File: src/lri_pkg.sv
// Shared constants and types for the linear interpolation resampler.
`timescale 1ns / 1ps

package lri_pkg;

   localparam int MAX_CHANNELS_DEF = 8;
   localparam int SAMPLE_BITS_DEF  = 16;
   localparam int FRAC_BITS_DEF    = 16;

   localparam int STEP_BITS      = 24;
   localparam int CHAN_BITS      = 4;
   localparam int CSR_INDEX_BITS = 4;
   localparam int CSR_DATA_BITS  = 24;

   localparam logic [CHAN_BITS-1:0] CHANNELS_RESET = 4'd2;
   localparam logic [STEP_BITS-1:0] PITCH_RESET    = 24'd65536;

   typedef enum logic [CSR_INDEX_BITS-1:0] {
      CSR_CHANNELS = 4'd0,
      CSR_PITCH    = 4'd1
   } csr_index_type;

   typedef enum logic [1:0] {
      ST_IDLE,
      ST_START,
      ST_MUL,
      ST_LOAD
   } state_type;

endpackage

File: src/lri_lane.sv
// One channel lane: multiplies the fraction by the sample difference and adds the base.
`timescale 1ns / 1ps

module lri_lane
   import lri_pkg::*;
#(
   parameter int SAMPLE_BITS = SAMPLE_BITS_DEF,
   parameter int FRAC_BITS   = FRAC_BITS_DEF
) (
   input  logic                          clock,
   input  logic                          load,
   input  logic        [FRAC_BITS-1:0]   frac,
   input  logic signed [SAMPLE_BITS-1:0] base,
   input  logic signed [SAMPLE_BITS-1:0] target,
   output logic        [SAMPLE_BITS-1:0] result
);

   localparam int PROD_W = SAMPLE_BITS + FRAC_BITS + 2;

   logic signed [SAMPLE_BITS:0]   diff;
   logic signed [PROD_W-1:0]      product_in;
   logic signed [PROD_W-1:0]      product_ff;
   logic signed [SAMPLE_BITS-1:0] base_ff;
   logic signed [PROD_W-1:0]      quot;
   logic                          round_up;
   logic        [SAMPLE_BITS+1:0] sum;

   assign diff       = (SAMPLE_BITS+1)'(target) - (SAMPLE_BITS+1)'(base);
   assign product_in = $signed({1'b0, frac}) * diff;

   always_ff @(posedge clock) begin
      if (load) begin
         product_ff <= product_in;
         base_ff    <= base;
      end
   end

   // Arithmetic shift floors; a negative product with fraction bits left
   // is bumped by one so that the quotient truncates toward zero.
   assign quot     = product_ff >>> FRAC_BITS;
   assign round_up = product_ff[PROD_W-1] && (|product_ff[FRAC_BITS-1:0]);
   assign sum      = (SAMPLE_BITS+2)'(base_ff) + (SAMPLE_BITS+2)'(quot)
                     + (SAMPLE_BITS+2)'(round_up);
   assign result   = sum[SAMPLE_BITS-1:0];

endmodule

File: config.mk
export PLATFORM = sky130hd
export DESIGN_NAME = lri_lane
export DESIGN_NICKNAME = d
export VERILOG_FILES = /design/src/lri_pkg.sv /design/src/lri_lane.sv
export SDC_FILE = /design/constraint.sdc
export NUM_CORES = 1
export LEC_CHECK = 0
export BUFFER_PORTS_ARGS = -buffer_cell sky130_fd_sc_hd__buf_4
export CAP_MARGIN = 20
export CORE_AREA = 2 2 172 174
export DETAILED_ROUTE_END_ITERATION = 8
export DIE_AREA = 0 0 174 176
export PLACE_DENSITY = 0.68
export SYNTH_ARGS = -nofsm -noshare
export SYNTH_HDL_FRONTEND = slang
export SYNTH_SLANG_ARGS = --single-unit
export TNS_END_PERCENT = 5
File: constraint.sdc
create_clock -name clock -period 18.1 [get_ports clock]
set_input_delay 1.81 -clock clock [delete_from_list [all_inputs] [get_ports clock]]
set_output_delay 1.81 -clock clock [all_outputs]
set_load 0.03 [all_outputs]
==> impl_metrics.env <==
export IMPL_syn_area_per_cell_sq_um=9.07
export IMPL_grt_max_degree=50
export IMPL_status="completed"
export IMPL_hpwl_microns=24500
export IMPL_synthFlopType="edfxtp_1"
export IMPL_io_pins=66
export IMPL_synthCells=1404
export IMPL_finalSetupViolCount=0
export IMPL_crit_arrival_ns=9.70
export IMPL_antenna_found_initial=0
export IMPL_grt_pass1_vias=10078
export IMPL_yosysWarnings=0
export IMPL_hp_class="in2reg"
export IMPL_track_usage_pct=20.1
export IMPL_clockRootBuffer="clkbuf_16"
export IMPL_postCtsSetupRepairBufs=0
export IMPL_avgViaCountPerCell=5.23
export IMPL_fp_dieArea_sq_um=30600
export IMPL_core_sq_um=28500
export IMPL_gr_total_overflow=0
export IMPL_ant_nets=0
export IMPL_async_reset_ff_share_pct=0
export IMPL_min_from="base[14]"
export IMPL_cts_sinks=49
export IMPL_finalNetCount=1841
export IMPL_io_buffers=65
export IMPL_criticalPathCategory="in2reg"
export IMPL_hold_viol=0
export IMPL_antenna_cells=0
export IMPL_chipHeight_microns=176
export IMPL_tns_ns=0
export IMPL_fill_cells=2781
export IMPL_startpoint_type="primary input"
export IMPL_placed_area_sq_um=13500
export IMPL_die_w_microns=174
export IMPL_fin_crit_sh_pct=53.1
export IMPL_cp_end_kind="flip-flop"
export IMPL_cts_tree="built"
export IMPL_grt_setup_unrepaired="no"
export IMPL_path_max_fanout=16
export IMPL_final_max_slew_viol_count=0
export IMPL_cts_clk_slew_worst_paths_ns=0.07
export IMPL_slew_headroom_pct=30.6
export IMPL_syn_cell_area_sq_um=12700
export IMPL_cts_buffers=5
export IMPL_vias=9443
export IMPL_wl_microns=29400
export IMPL_firstDrtPassIters=5
export IMPL_cts_resized=0
export IMPL_drive_gt1_share_pct=7.04
export IMPL_area_growth_syn_to_layout_pct=7.12
export IMPL_final_area_sq_um=13600
export IMPL_drv_cap=0
export IMPL_rows=62
export IMPL_initial_core_util_pct=44.6
export IMPL_ys_types=69
export IMPL_drc=0
export IMPL_whs_path_depth=1
export IMPL_grt_pass1_wl_microns=50200
export IMPL_fmax_ghz=0.104
export IMPL_ys_seq_area_share_pct=11.6
export IMPL_synth_edff_count=49
export IMPL_gp_congestion=0.927
export IMPL_syn_nets=1824
export IMPL_cp_startpoint="base[1]"
export IMPL_avgRoutedWirePerCell_microns=16.3
export IMPL_ys_ff_latch=49
export IMPL_worst_pin_slew_ns=1.04
export IMPL_htreeDepth=2
export IMPL_drt_initial_drc_count=547
export IMPL_fin_crit_ns=9.61
export IMPL_clockBufferDepth=2
export IMPL_ctsHoldBuffers=0
export IMPL_required_ns=18.19
## routing by layer
layer	routed length [microns]	share of wire [%]	vias to the layer above	GRT usage, %
met2	14800	50	213	36.0
met4	346	1.2	0	3.54
met1	13200	45	4745	27.4
li1	-	-	4443	-
met5	0	0	-	0
met3	1000	3.4	42	1.38
## placed cells by master (no fill, tap or decap), types with 15 or more instances in the layout
cell type  instances
inv_1            286
fa_1             212
nand2_1          197
ha_1             158
and2_1            88
buf_4             73
a21oi_1           52
edfxtp_1          49
nor2_1            34
o21ai_0           26
xnor2_1           24
nor2b_1           23
xor2_1            20
a21o_1            15
## sequential cells by signal (all words and copies together) (netlist names)
register / flops
product_ff: 33
base_ff: 16
## final timing paths
check	endpoint	slack [ns]
worst min-delay path	base_ff[14]	1.71
worst max-delay path	product_ff[33]	8.49
## cells in the mapped netlist, types with 3 or more instances
cell | instances | area share [%]
nand2b_1 | 5 | 0.25
mux2_2 | 4 | 0.35
o31ai_1 | 3 | 0.18
ha_1 | 158 | 16
a211o_1 | 3 | 0.21
nor4_1 | 5 | 0.25
buf_6 | 3 | 0.27
or3_1 | 3 | 0.15
o21ai_0 | 26 | 1.0
nand3_1 | 9 | 0.35
a2111oi_0 | 3 | 0.21
a21o_1 | 15 | 0.88
a31oi_1 | 7 | 0.34
clkbuf_1 | 45 | 1.3
a211oi_1 | 4 | 0.24
nand4_1 | 10 | 0.49
or2_1 | 6 | 0.29
xor2_1 | 20 | 1.4
buf_4 | 4 | 0.24
a21boi_0 | 3 | 0.18
edfxtp_1 | 49 | 12
and2_1 | 88 | 4.3
inv_1 | 286 | 8.4
nand4b_1 | 3 | 0.21
nor2b_1 | 23 | 1.1
buf_1 | 4 | 0.12
nor3_1 | 14 | 0.55
nand2_1 | 197 | 5.8
and3_1 | 5 | 0.25
mux2i_1 | 11 | 0.86
buf_2 | 7 | 0.28
a21oi_1 | 52 | 2.0
o21bai_1 | 4 | 0.24
nor2_1 | 35 | 1.0
xnor2_1 | 27 | 1.9
o21a_1 | 7 | 0.41
fa_1 | 212 | 33
o211ai_1 | 6 | 0.35
## per-stage QoR
step / cells / util (%) / setup slack [ns] / hold WS (ns)
floorplan: 1404 / - / 9.23 / 1.91
global placement: 1797 / 47.3 / 8.12 / 2.00
detailed placement: 1798 / 47.3 / 8.22 / 2.00
CTS: 1805 / 47.8 / 8.50 / 1.70
global route: 1805 / 47.8 / 7.90 / 1.70
finish: 1805 / 47.8 / 8.49 / 1.71
## critical path: stages
cell and delay (ns):
buf_4 0.09, inv_1 0.06, ha_1 0.27, nor2b_1 0.17, o211ai_1 0.14, a31oi_1 0.55
o21ai_1 0.16, and2b_1 0.25, o311ai_4 0.80, nand2_1 0.17, fa_1 0.53, inv_1 0.05
fa_1 0.49, fa_1 0.57, fa_1 0.43, fa_1 0.51, inv_1 0.05, fa_1 0.47
inv_1 0.04, ha_1 0.53, nand4_4 0.13, or3_1 0.38, nor2_1 0.10, o2111ai_1 0.18
a211oi_2 0.28, mux2i_1 0.11, a2111oi_2 0.36
## layout make-up
| cell class | instances | area, sq um | share of cell area (%) |
|---|---|---|---|
| Clock buffer | 5 | 125 | 0.917 |
| Clock inverter | 2 | 11.3 | 0.0825 |
| Inverter | 287 | 1080 | 7.90 |
| Multi-Input combinational cell | 1005 | 9930 | 72.8 |
| Sequential cell | 49 | 1470 | 10.8 |
| Tap cell | 384 | 480 | 3.52 |
| Timing Repair Buffer | 73 | 548 | 4.02 |
## cell families after synthesis
| family | Yosys count | synth area share [%] |
|---|---|---|
| AND/OR/NAND/NOR | 413 | 15.8 |
| adder cells (fa/ha/maj) | 370 | 48.8 |
| buffers and inverters | 350 | 10.7 |
| AO/OA/AOI/OAI | 157 | 8.36 |
| flip-flops | 49 | 11.6 |
| XOR/XNOR | 48 | 3.36 |
| multiplexers | 17 | 1.40 |
Power is not shown: default switching activity piles up to over one toggle a cycle in this logic, so the estimate is an artifact.
