===== src/lri_pkg.sv =====
// Shared constants and types for the linear interpolation resampler.
`timescale 1ns / 1ps

package lri_pkg;

   localparam int MAX_CHANNELS_DEF = 8;
   localparam int SAMPLE_BITS_DEF  = 16;
   localparam int FRAC_BITS_DEF    = 16;

   localparam int STEP_BITS      = 24;
   localparam int CHAN_BITS      = 4;
   localparam int CSR_INDEX_BITS = 4;
   localparam int CSR_DATA_BITS  = 24;

   localparam logic [CHAN_BITS-1:0] CHANNELS_RESET = 4'd2;
   localparam logic [STEP_BITS-1:0] PITCH_RESET    = 24'd65536;

   typedef enum logic [CSR_INDEX_BITS-1:0] {
      CSR_CHANNELS = 4'd0,
      CSR_PITCH    = 4'd1
   } csr_index_type;

   typedef enum logic [1:0] {
      ST_IDLE,
      ST_START,
      ST_MUL,
      ST_LOAD
   } state_type;

endpackage


===== src/lri_merge.sv =====
// Merges the lane results into one output word, zeroing lanes that are not in use.
`timescale 1ns / 1ps

module lri_merge
   import lri_pkg::*;
#(
   parameter int MAX_CHANNELS = MAX_CHANNELS_DEF,
   parameter int SAMPLE_BITS  = SAMPLE_BITS_DEF,
   parameter int LANE_W       = 4,
   parameter int DATA_W       = 128
) (
   input  logic [SAMPLE_BITS-1:0] lane_result [MAX_CHANNELS],
   input  logic [LANE_W-1:0]      active_lanes,
   output logic [DATA_W-1:0]      merged
);

   always_comb begin
      merged = '0;
      for (int c = 0; c < MAX_CHANNELS; c++) begin
         if (LANE_W'(c) < active_lanes) begin
            merged[c*SAMPLE_BITS +: SAMPLE_BITS] = lane_result[c];
         end
      end
   end

endmodule


===== config.mk =====
export PLATFORM = sky130hd
export DESIGN_NAME = lri_merge
export DESIGN_NICKNAME = d
export VERILOG_FILES = /design/src/lri_pkg.sv /design/src/lri_merge.sv
export SDC_FILE = /design/constraint.sdc
export NUM_CORES = 1
export LEC_CHECK = 0
export BUFFER_PORTS_ARGS = -buffer_cell sky130_fd_sc_hd__buf_2
export CORE_AREA = 2 2 101 103
export DETAILED_ROUTE_END_ITERATION = 8
export DIE_AREA = 0 0 103 105
export SETUP_SLACK_MARGIN = 0.2
export SYNTH_ARGS = -nofsm -noshare
export SYNTH_HDL_FRONTEND = slang
export SYNTH_SLANG_ARGS = --single-unit
export TNS_END_PERCENT = 30

===== constraint.sdc =====
create_clock -name vclk -period 1.15
set_input_delay 0.23 -clock vclk [all_inputs]
set_output_delay 0.23 -clock vclk [all_outputs]
set_load 0.01 [all_outputs]

==> impl_metrics.xml, run 1 <==
<?xml version="1.0" encoding="UTF-8"?>
<metrics>
  <group name="outcome">
    <metric name="run_status" unit="">finished, violations left</metric>
    <metric name="violations" unit="">negative setup slack</metric>
  </group>
  <group name="pwr">
    <metric name="worst_ir_drop_vdd" unit="mV">0.164</metric>
    <metric name="design_power_total" unit="uW">1230</metric>
    <metric name="pwr_density_cell" unit="nW/um^2">409</metric>
    <metric name="power_leakage" unit="uW">0.00169</metric>
  </group>
  <group name="cells_and_area">
    <metric name="layout.cells.most_common_list" unit="">sky130_fd_sc_hd__buf_2, sky130_fd_sc_hd__nor2b_1, sky130_fd_sc_hd__buf_6, sky130_fd_sc_hd__and2_1, sky130_fd_sc_hd__and3_4</metric>
    <metric name="multiInputGateArea" unit="sq um">1100</metric>
    <metric name="fin_cells" unit="">544</metric>
    <metric name="layout-area-overhead-vs-synth" unit="%">220</metric>
    <metric name="layout.filler_cells" unit="">1059</metric>
    <metric name="layout.cells.most_common" unit="">sky130_fd_sc_hd__buf_2</metric>
    <metric name="drive_above_1_share" unit="%">76.9</metric>
    <metric name="num_antenna_cells" unit="">0</metric>
    <metric name="design.seq.count" unit="">0</metric>
    <metric name="sequential_area" unit="sq um">0</metric>
    <metric name="postLayoutCellArea" unit="sq um">3000</metric>
    <metric name="layout.clock_buffers" unit="">0</metric>
    <metric name="fin_nets" unit="">545</metric>
  </group>
  <group name="drt">
    <metric name="route.detailed.wl_per_inst" unit="um">11.3</metric>
    <metric name="num_vias" unit="">1979</metric>
    <metric name="drt-vias-per-instance" unit="">3.64</metric>
    <metric name="ant_nets" unit="">0</metric>
    <metric name="1st_iter_drt_viols" unit="">29</metric>
    <metric name="detail_route.wirelength" unit="um">6130</metric>
    <metric name="post-route-drc-count" unit="">0</metric>
    <metric name="first_pass_iters" unit="">4</metric>
  </group>
  <group name="worst_hold_path">
    <metric name="hp-start" unit="">lane_result[74]</metric>
    <metric name="min-delay-path-class" unit="">input port to primary output</metric>
    <metric name="cell_depth_of_the_worst_min_delay_path" unit="">3</metric>
    <metric name="whs_endpoint" unit="">merged[58]</metric>
  </group>
  <group name="logic_synthesis">
    <metric name="synthTopCellsByArea" unit="">sky130_fd_sc_hd__nor2b_1, sky130_fd_sc_hd__and2_1, sky130_fd_sc_hd__and3_1, sky130_fd_sc_hd__buf_2, sky130_fd_sc_hd__nor4_4</metric>
    <metric name="ys.warnings.count" unit="">0</metric>
    <metric name="post_synth.cell_area_avg" unit="sq um">6.43</metric>
    <metric name="synthesis.nets" unit="">278</metric>
    <metric name="synth_sequential_area_ratio" unit="%">0</metric>
    <metric name="distinct_cell_type_count_of_the_synthesized_netlist" unit="">12</metric>
    <metric name="synthDominantAreaCellType" unit="">sky130_fd_sc_hd__nor2b_1</metric>
    <metric name="synthesis.instances" unit="">146</metric>
    <metric name="yosysTopAreaCellShare" unit="%">53.3</metric>
    <metric name="synth.cell_area" unit="sq um">938</metric>
  </group>
  <group name="floorplanning">
    <metric name="pin_count" unit="">260</metric>
    <metric name="die_h" unit="um">105</metric>
    <metric name="core" unit="sq um">9640</metric>
    <metric name="die_width" unit="um">103</metric>
    <metric name="initial_core_util" unit="%">9.74</metric>
    <metric name="design.die.area" unit="sq um">10800</metric>
    <metric name="fp-row-count" unit="">36</metric>
  </group>
  <group name="clock_network">
    <metric name="ctsHoldBuffers" unit="">0</metric>
  </group>
  <group name="global_route">
    <metric name="globalRouteTotalUtil" unit="%">9.26</metric>
    <metric name="grt_first_pass_wirelength" unit="um">8250</metric>
    <metric name="grt.overflow.total" unit="">0</metric>
    <metric name="globalRoute.busiestLayer" unit="">met2</metric>
    <metric name="grt_antenna_before_repair" unit="">0</metric>
    <metric name="global_route.usage.met2" unit="%">19.4</metric>
    <metric name="gr-usage-met1" unit="%">10.3</metric>
    <metric name="use_met3" unit="%">0.736</metric>
    <metric name="grt_pass1_vias" unit="">1818</metric>
    <metric name="largest_net_degree_at_the_start_of_global_routing" unit="">17</metric>
  </group>
  <group name="sta">
    <metric name="finalSetupTns" unit="ps">-14320</metric>
    <metric name="max_slew.worst_pin.slew" unit="ps">282</metric>
    <metric name="hold_viol_final" unit="">0</metric>
    <metric name="final.setup.worst_slack" unit="ps">-200</metric>
    <metric name="setup-violations-final" unit="">113</metric>
    <metric name="finalMaxSlewViolations" unit="">0</metric>
    <metric name="rsz0062_at_grt" unit="">true</metric>
    <metric name="fmax" unit="GHz">0.741</metric>
    <metric name="tmin_final" unit="ps">1350</metric>
    <metric name="period_share" unit="%">117</metric>
    <metric name="maxSlewHeadroom" unit="%">81.1</metric>
  </group>
  <group name="critical_path">
    <metric name="timing_worst_setup_path_type" unit="">input port to primary output</metric>
    <metric name="worst_setup_path_start_kind" unit="">input port</metric>
    <metric name="timing.critical_path.to_type" unit="">primary output</metric>
    <metric name="cp.arrival" unit="ps">1120</metric>
    <metric name="worst_ep_required_time" unit="ps">920</metric>
    <metric name="worst-path-max-fanout" unit="">8</metric>
  </group>
  <group name="placement">
    <metric name="gpl.final_weighted_congestion" unit="">0.746</metric>
    <metric name="port_buffer_cells" unit="">260</metric>
    <metric name="postPlaceCellArea" unit="sq um">2650</metric>
    <metric name="placedCellCount" unit="">540</metric>
    <metric name="worst_setup_slack_after_placement" unit="ps">-260</metric>
    <metric name="dp.final_hpwl" unit="um">4840</metric>
  </group>
  <group name="flow_run">
    <metric name="cap_viol_max_count" unit="">0</metric>
  </group>
</metrics>
## worst max path at each step
stage                  to            start  slack, ps
4_1_cts        merged[79]  active_lanes[1]       -220
5_1_grt        merged[46]  active_lanes[1]       -240
2_1_floorplan  merged[69]  active_lanes[1]        -30
3_3_place_gp   merged[79]  active_lanes[1]       -250
3_5_place_dp   merged[79]  active_lanes[1]       -260
6_report       merged[33]  active_lanes[1]       -200
## cell type report
class / count / share of cell area [%]
repair buffers: 274 / 57.7
multi-input cells: 137 / 36.7
well taps: 133 / 5.55
## synthesized netlist by cell type
library cell,instances
sky130_fd_sc_hd__a211oi_2,1
sky130_fd_sc_hd__a21oi_2,1
sky130_fd_sc_hd__a31oi_2,1
sky130_fd_sc_hd__and2_1,32
sky130_fd_sc_hd__and3_1,16
sky130_fd_sc_hd__buf_2,9
sky130_fd_sc_hd__clkbuf_1,2
sky130_fd_sc_hd__nor2b_1,80
sky130_fd_sc_hd__nor3_2,1
sky130_fd_sc_hd__nor4_4,1
sky130_fd_sc_hd__or2_4,1
sky130_fd_sc_hd__or3_4,1
## per-stage QoR
stage	utilization (%)	hold slack, ps
2_1_floorplan	-	572
3_3_place_gp	27.5	748
3_5_place_dp	27.5	747
4_1_cts	30.2	753
5_1_grt	31.1	764
6_report	31.1	752
## cells by family after synthesis
family          count (synthesis)  share of synthesized area (%)
simple gates                  132                           90.8
compound gates                  3                           3.60
buf+inv                        11                           5.60
## worst max-delay path, cell delays in order
cell	delay, ps
sky130_fd_sc_hd__buf_8	110
sky130_fd_sc_hd__buf_8	130
sky130_fd_sc_hd__a211oi_4	300
sky130_fd_sc_hd__buf_6	170
sky130_fd_sc_hd__nor2b_1	40
sky130_fd_sc_hd__buf_2	130
## report_power, final
| group | total [uW] | internal [uW] | switching [uW] |
|---|---|---|---|
| logic | 1230 | 714 | 512 |
| registers | 0 | 0 | 0 |
| clock network | 0 | 0 | 0 |
| total | 1230 | 714 | 512 |
## routing by layer
metal,up-vias,part of all wire [%]
li1,985,-
met1,862,36
met2,132,55
met3,0,9.3
met4,0,0
met5,-,0
## repair_timing
| action | 4_1_cts | 5_1_grt |
|---|---|---|
| pin swaps | 7 | 8 |
| buffers inserted | 0 | 1 |
| resized for setup | 48 | 13 |
| cloned | 2 | 1 |
| setup endpoints to repair | 128 | 128 |
Power figures use the tool's default switching activity.
==> run 2, diff against run 1 <==
- PLACE_DENSITY: unset -> 0.52
- clock period: 1.15 -> 1.2 ns (I/O delays scaled with it)
==> impl_metrics.xml, run 2 (synthesized netlist as in run 1, its figures left out) <==
<?xml version="1.0" encoding="UTF-8"?>
<metrics>
  <group name="drt">
    <metric name="post-route-drc-count" unit="">0</metric>
    <metric name="drt-vias-per-instance" unit="">3.59</metric>
    <metric name="ant_nets" unit="">0</metric>
    <metric name="1st_iter_drt_viols" unit="">41</metric>
    <metric name="detail_route.wirelength" unit="um">6170</metric>
    <metric name="first_pass_iters" unit="">4</metric>
    <metric name="route.detailed.wl_per_inst" unit="um">11.3</metric>
    <metric name="num_vias" unit="">1954</metric>
  </group>
  <group name="critical_path">
    <metric name="worst_ep_required_time" unit="ps">960</metric>
    <metric name="cp.arrival" unit="ps">1130</metric>
    <metric name="timing.critical_path.buf_inv" unit="">2</metric>
    <metric name="timing_worst_setup_path_type" unit="">input port to primary output</metric>
    <metric name="timing.critical_path.to_type" unit="">primary output</metric>
    <metric name="critical-path-top-delay-family" unit="">simple AND/OR/NAND/NOR gates</metric>
    <metric name="worst_setup_path_start_kind" unit="">input port</metric>
    <metric name="worst-path-max-fanout" unit="">8</metric>
    <metric name="slowest_stage" unit="">sky130_fd_sc_hd__or3_4</metric>
    <metric name="crit_path_cell_chain" unit="">buf_8, or3_4, and3_1, buf_2</metric>
    <metric name="crit_path_max_incr_delay" unit="ps">440</metric>
  </group>
  <group name="pwr">
    <metric name="combPwrFrac" unit="%">100.0</metric>
    <metric name="net_switching_share_of_the_total_power" unit="%">42.0</metric>
    <metric name="power_leakage" unit="uW">0.00171</metric>
    <metric name="worst_ir_drop_vdd" unit="mV">0.137</metric>
    <metric name="p_int" unit="uW">680</metric>
    <metric name="pwr-share-seq" unit="%">0</metric>
    <metric name="pwr_density_cell" unit="nW/um^2">390</metric>
    <metric name="clock_power_share" unit="%">0</metric>
    <metric name="p_switching" unit="uW">494</metric>
  </group>
  <group name="placement">
    <metric name="placedCellCount" unit="">536</metric>
    <metric name="gpl.final_weighted_congestion" unit="">0.734</metric>
    <metric name="port_buffer_cells" unit="">260</metric>
    <metric name="dp.final_hpwl" unit="um">4830</metric>
    <metric name="postPlaceCellArea" unit="sq um">2630</metric>
    <metric name="worst_setup_slack_after_placement" unit="ps">-344</metric>
  </group>
  <group name="sta">
    <metric name="finalMaxSlewViolations" unit="">0</metric>
    <metric name="final.setup.worst_slack" unit="ps">-169</metric>
    <metric name="maxSlewHeadroom" unit="%">81.5</metric>
    <metric name="setup-violations-final" unit="">99</metric>
    <metric name="hold_viol_final" unit="">0</metric>
    <metric name="rsz0062_at_grt" unit="">true</metric>
    <metric name="period_share" unit="%">114</metric>
    <metric name="fmax" unit="GHz">0.730</metric>
    <metric name="max_slew.worst_pin.slew" unit="ps">275</metric>
    <metric name="tmin_final" unit="ps">1370</metric>
  </group>
  <group name="cells_and_area">
    <metric name="design.seq.count" unit="">0</metric>
    <metric name="postLayoutCellArea" unit="sq um">3010</metric>
    <metric name="drive_above_1_share" unit="%">77.9</metric>
    <metric name="layout.clock_buffers" unit="">0</metric>
    <metric name="num_antenna_cells" unit="">0</metric>
    <metric name="layout.cells.most_common_list" unit="">sky130_fd_sc_hd__buf_2, sky130_fd_sc_hd__nor2b_1, sky130_fd_sc_hd__buf_6, sky130_fd_sc_hd__and2_1, sky130_fd_sc_hd__and3_4</metric>
    <metric name="fin_cells" unit="">544</metric>
    <metric name="layout-area-overhead-vs-synth" unit="%">220</metric>
    <metric name="fin_util" unit="%">31.2</metric>
    <metric name="fin_nets" unit="">545</metric>
    <metric name="sequential_area" unit="sq um">0</metric>
    <metric name="layout.cells.most_common" unit="">sky130_fd_sc_hd__buf_2</metric>
  </group>
  <group name="global_route">
    <metric name="grt_antenna_before_repair" unit="">0</metric>
    <metric name="largest_net_degree_at_the_start_of_global_routing" unit="">33</metric>
    <metric name="globalRouteTotalUtil" unit="%">8.59</metric>
    <metric name="grt_pass1_vias" unit="">1816</metric>
    <metric name="grt_first_pass_wirelength" unit="um">7870</metric>
    <metric name="grt.overflow.total" unit="">0</metric>
  </group>
  <group name="floorplanning">
    <metric name="die_width" unit="um">103</metric>
    <metric name="design.die.area" unit="sq um">10800</metric>
    <metric name="core" unit="sq um">9640</metric>
    <metric name="initial_core_util" unit="%">9.74</metric>
    <metric name="die_h" unit="um">105</metric>
    <metric name="fp-row-count" unit="">36</metric>
    <metric name="pin_count" unit="">260</metric>
  </group>
  <group name="outcome">
    <metric name="run_status" unit="">finished, violations left</metric>
    <metric name="violations" unit="">negative setup slack</metric>
  </group>
  <group name="worst_hold_path">
    <metric name="min-delay-path-class" unit="">input port to primary output</metric>
    <metric name="hp-start" unit="">lane_result[70]</metric>
    <metric name="cell_depth_of_the_worst_min_delay_path" unit="">3</metric>
    <metric name="whs_endpoint" unit="">merged[54]</metric>
  </group>
  <group name="clock_network">
    <metric name="ctsHoldBuffers" unit="">0</metric>
  </group>
  <group name="flow_run">
    <metric name="cap_viol_max_count" unit="">0</metric>
  </group>
</metrics>
run 2: power groups by stage:
stage | sequential [uW] | combinational [uW] | clock (uW)
2_1_floorplan | 0 | 498 | 0
3_3_place_gp | 0 | 996 | 0
3_5_place_dp | 0 | 1000 | 0
4_1_cts | 0 | 1120 | 0
5_1_grt | 0 | 1270 | 0
6_report | 0 | 1170 | 0
run 2: stage by stage:
| stage | TNS [ps] | hold slack, ps | total power (uW) |
|---|---|---|---|
| finish | -11170 | 771 | 1170 |
| global route | -15500 | 785 | 1270 |
| CTS | -12760 | 772 | 1120 |
| detailed placement | -22300 | 768 | 1000 |
| global placement | -19790 | 767 | 996 |
| floorplan | 0 | 592 | 498 |
run 2: timing repair:
action	4_1_cts	5_1_grt
setup endpoints to repair	128	128
buffers inserted	3	0
pin swaps	10	10
gates resized for setup	34	24
hold endpoints to repair	0	0
gates cloned	1	4
run 2: final cells by class:
type | count | area (sq um)
tap | 133 | 166
fill | 1030 | 6630
timing repair buffer | 274 | 1710
multi-input combinational | 137 | 1130
run 2: tightest hold or removal path, cell delays in order:
cell	delay [ps]
sky130_fd_sc_hd__buf_2	70
sky130_fd_sc_hd__and2_1	100
sky130_fd_sc_hd__buf_2	120
run 2: how the worst max path moves through the flow:
stage                     from         end  slack, ps  cells after the start
2_1_floorplan  active_lanes[1]  merged[69]       0.08                      3
3_3_place_gp   active_lanes[3]  merged[93]       -280                      5
4_1_cts        active_lanes[0]  merged[79]       -200                      4
6_report       active_lanes[1]  merged[79]       -170                      4
3_5_place_dp   active_lanes[3]  merged[88]       -340                      5
5_1_grt        active_lanes[0]  merged[38]       -220                      6
run 2: per-layer routing:
layer	global-route usage, %	part of all wire, %
met5	0	0
met4	0.0940	0
met3	0.201	7.8
met2	19.8	57
met1	8.26	35
==> run 3, diff against run 2 <==
- REMOVE_ABC_BUFFERS: unset -> 1
==> impl_metrics.xml, run 3 (synthesized netlist as in run 1, its figures left out) <==
<?xml version="1.0" encoding="UTF-8"?>
<metrics>
  <group name="critical_path">
    <metric name="critical_path.endpoint" unit="">merged[12]</metric>
    <metric name="timing.critical_path.to_type" unit="">primary output</metric>
    <metric name="worst_ep_required_time" unit="ps">960</metric>
    <metric name="timing_worst_setup_path_type" unit="">input port to primary output</metric>
    <metric name="worst_setup_path_start_kind" unit="">input port</metric>
    <metric name="worst-path-max-fanout" unit="">16</metric>
    <metric name="cp.arrival" unit="ps">1150</metric>
    <metric name="crit_path_start" unit="">active_lanes[3]</metric>
  </group>
  <group name="drt">
    <metric name="route.detailed.wl_per_inst" unit="um">11.9</metric>
    <metric name="ant_nets" unit="">0</metric>
    <metric name="drt-vias-per-instance" unit="">3.65</metric>
    <metric name="num_vias" unit="">1994</metric>
    <metric name="detail_route.wirelength" unit="um">6520</metric>
    <metric name="post-route-drc-count" unit="">0</metric>
    <metric name="first_pass_iters" unit="">5</metric>
    <metric name="1st_iter_drt_viols" unit="">32</metric>
  </group>
  <group name="placement">
    <metric name="port_buffer_cells" unit="">260</metric>
    <metric name="gpl.final_weighted_congestion" unit="">0.775</metric>
    <metric name="worst_setup_slack_after_placement" unit="ps">-267</metric>
    <metric name="dp.final_hpwl" unit="um">5630</metric>
  </group>
  <group name="pwr">
    <metric name="combPwrFrac" unit="%">100.0</metric>
    <metric name="p_int" unit="uW">575</metric>
    <metric name="net_switching_share_of_the_total_power" unit="%">44.8</metric>
    <metric name="clock_power_share" unit="%">0</metric>
    <metric name="power_leakage" unit="uW">0.00161</metric>
    <metric name="p_switching" unit="uW">467</metric>
    <metric name="pwr_density_cell" unit="nW/um^2">382</metric>
    <metric name="design_power_total" unit="uW">1040</metric>
    <metric name="pwr-share-seq" unit="%">0</metric>
    <metric name="worst_ir_drop_vdd" unit="mV">0.118</metric>
  </group>
  <group name="sta">
    <metric name="hold_viol_final" unit="">0</metric>
    <metric name="setup-violations-final" unit="">111</metric>
    <metric name="max_slew.worst_pin.slew" unit="ps">287</metric>
    <metric name="fmax" unit="GHz">0.721</metric>
    <metric name="tmin_final" unit="ps">1390</metric>
    <metric name="maxSlewHeadroom" unit="%">80.8</metric>
    <metric name="rsz0062_at_grt" unit="">true</metric>
    <metric name="period_share" unit="%">116</metric>
    <metric name="finalSetupTns" unit="ps">-10970</metric>
    <metric name="final.setup.worst_slack" unit="ps">-187</metric>
    <metric name="finalMaxSlewViolations" unit="">0</metric>
    <metric name="hold_ws" unit="ps">772</metric>
  </group>
  <group name="cells_and_area">
    <metric name="fin_nets" unit="">548</metric>
    <metric name="design.seq.count" unit="">0</metric>
    <metric name="sequential_area" unit="sq um">0</metric>
    <metric name="drive_above_1_share" unit="%">70.5</metric>
    <metric name="num_antenna_cells" unit="">0</metric>
    <metric name="layout.clock_buffers" unit="">0</metric>
    <metric name="layout.cells.most_common_list" unit="">sky130_fd_sc_hd__buf_2, sky130_fd_sc_hd__nor2b_1, sky130_fd_sc_hd__and2_1, sky130_fd_sc_hd__buf_6, sky130_fd_sc_hd__and3_1</metric>
    <metric name="layout-area-overhead-vs-synth" unit="%">191</metric>
    <metric name="layout.cells.most_common" unit="">sky130_fd_sc_hd__buf_2</metric>
  </group>
  <group name="floorplanning">
    <metric name="fp-row-count" unit="">36</metric>
    <metric name="die_width" unit="um">103</metric>
    <metric name="core" unit="sq um">9640</metric>
    <metric name="pin_count" unit="">260</metric>
    <metric name="design.die.area" unit="sq um">10800</metric>
    <metric name="initial_core_util" unit="%">9.74</metric>
    <metric name="die_h" unit="um">105</metric>
  </group>
  <group name="flow_run">
    <metric name="cap_viol_max_count" unit="">0</metric>
  </group>
  <group name="global_route">
    <metric name="grt_antenna_before_repair" unit="">1</metric>
    <metric name="grt_first_pass_wirelength" unit="um">8740</metric>
    <metric name="globalRouteTotalUtil" unit="%">10.1</metric>
    <metric name="largest_net_degree_at_the_start_of_global_routing" unit="">33</metric>
    <metric name="grt_pass1_vias" unit="">1798</metric>
    <metric name="grt.overflow.total" unit="">0</metric>
  </group>
  <group name="worst_hold_path">
    <metric name="min-delay-path-class" unit="">input port to primary output</metric>
  </group>
  <group name="outcome">
    <metric name="violations" unit="">negative setup slack</metric>
    <metric name="run_status" unit="">finished, violations left</metric>
  </group>
  <group name="clock_network">
    <metric name="ctsHoldBuffers" unit="">0</metric>
  </group>
</metrics>
run 3: cell types whose count changed in the layout (fill, tap and decap cells not counted), moves of 6 or more:
| cell | previous run | this run |
|---|---|---|
| sky130_fd_sc_hd__buf_2 | 235 | 251 |
| sky130_fd_sc_hd__nor2b_1 | 63 | 79 |
| sky130_fd_sc_hd__buf_6 | 28 | 13 |
| sky130_fd_sc_hd__nor2b_4 | 13 | 1 |
| sky130_fd_sc_hd__and3_1 | 1 | 12 |
| sky130_fd_sc_hd__and3_4 | 15 | 4 |
| sky130_fd_sc_hd__buf_4 | 0 | 6 |
run 3: worst max-delay path: stages:
cell and delay (ps):
sky130_fd_sc_hd__buf_12 110, sky130_fd_sc_hd__buf_12 130, sky130_fd_sc_hd__nor4_4 290, sky130_fd_sc_hd__buf_12 180, sky130_fd_sc_hd__nor2b_1 50, sky130_fd_sc_hd__buf_2 130
run 3: through the flow:
stage               cell area, sq um  utilization (%)  std cells
finish                          2730             28.3        547
global route                    2730             28.3        547
CTS                             2640             27.4        547
detailed placement              2510             26.0        542
global placement                2510             26.0        542
floorplan                        886                -        135
run 3: metal layers:
layer  vias to the layer above  GRT usage, %  routed length [um]  share of wire (%)
met5                         -             0                   0                  0
met4                         0        0.0940                   7               0.11
met3                         2          1.40                 685                 11
met2                       156          21.1                3470                 53
met1                       844          10.9                2350                 36
li1                        992             -                   -                  -
run 3: what timing repair did:
item                       in CTS  in global routing
setup endpoints to repair     128                128
buffers inserted                3                  0
gates cloned                    2                  0
pin swaps                      19                  7
gates resized for setup        26                 15
hold endpoints to repair        0                  0
run 3: final cells by class:
type / count / area (sq um)
fill: 1069 / 6910
timing repair buffer: 278 / 1600
multi-input combinational: 136 / 957
tap: 133 / 166
run 3: worst min path at each step:
| stage | startpoint | endpoint | slack, ps | cells after the start |
|---|---|---|---|---|
| finish | lane_result[69] | merged[53] | 770 | 3 |
| global route | lane_result[64] | merged[48] | 780 | 3 |
| CTS | lane_result[69] | merged[53] | 770 | 3 |
| detailed placement | lane_result[64] | merged[48] | 770 | 3 |
| global placement | lane_result[68] | merged[52] | 770 | 3 |
| floorplan | lane_result[112] | merged[0] | 620 | 1 |
run 3: power by group through the flow:
stage,Combinational [uW],Clock [uW],Sequential (uW)
global route,1140,0,0
CTS,1010,0,0
global placement,951,0,0
floorplan,387,0,0
detailed placement,955,0,0
finish,1040,0,0
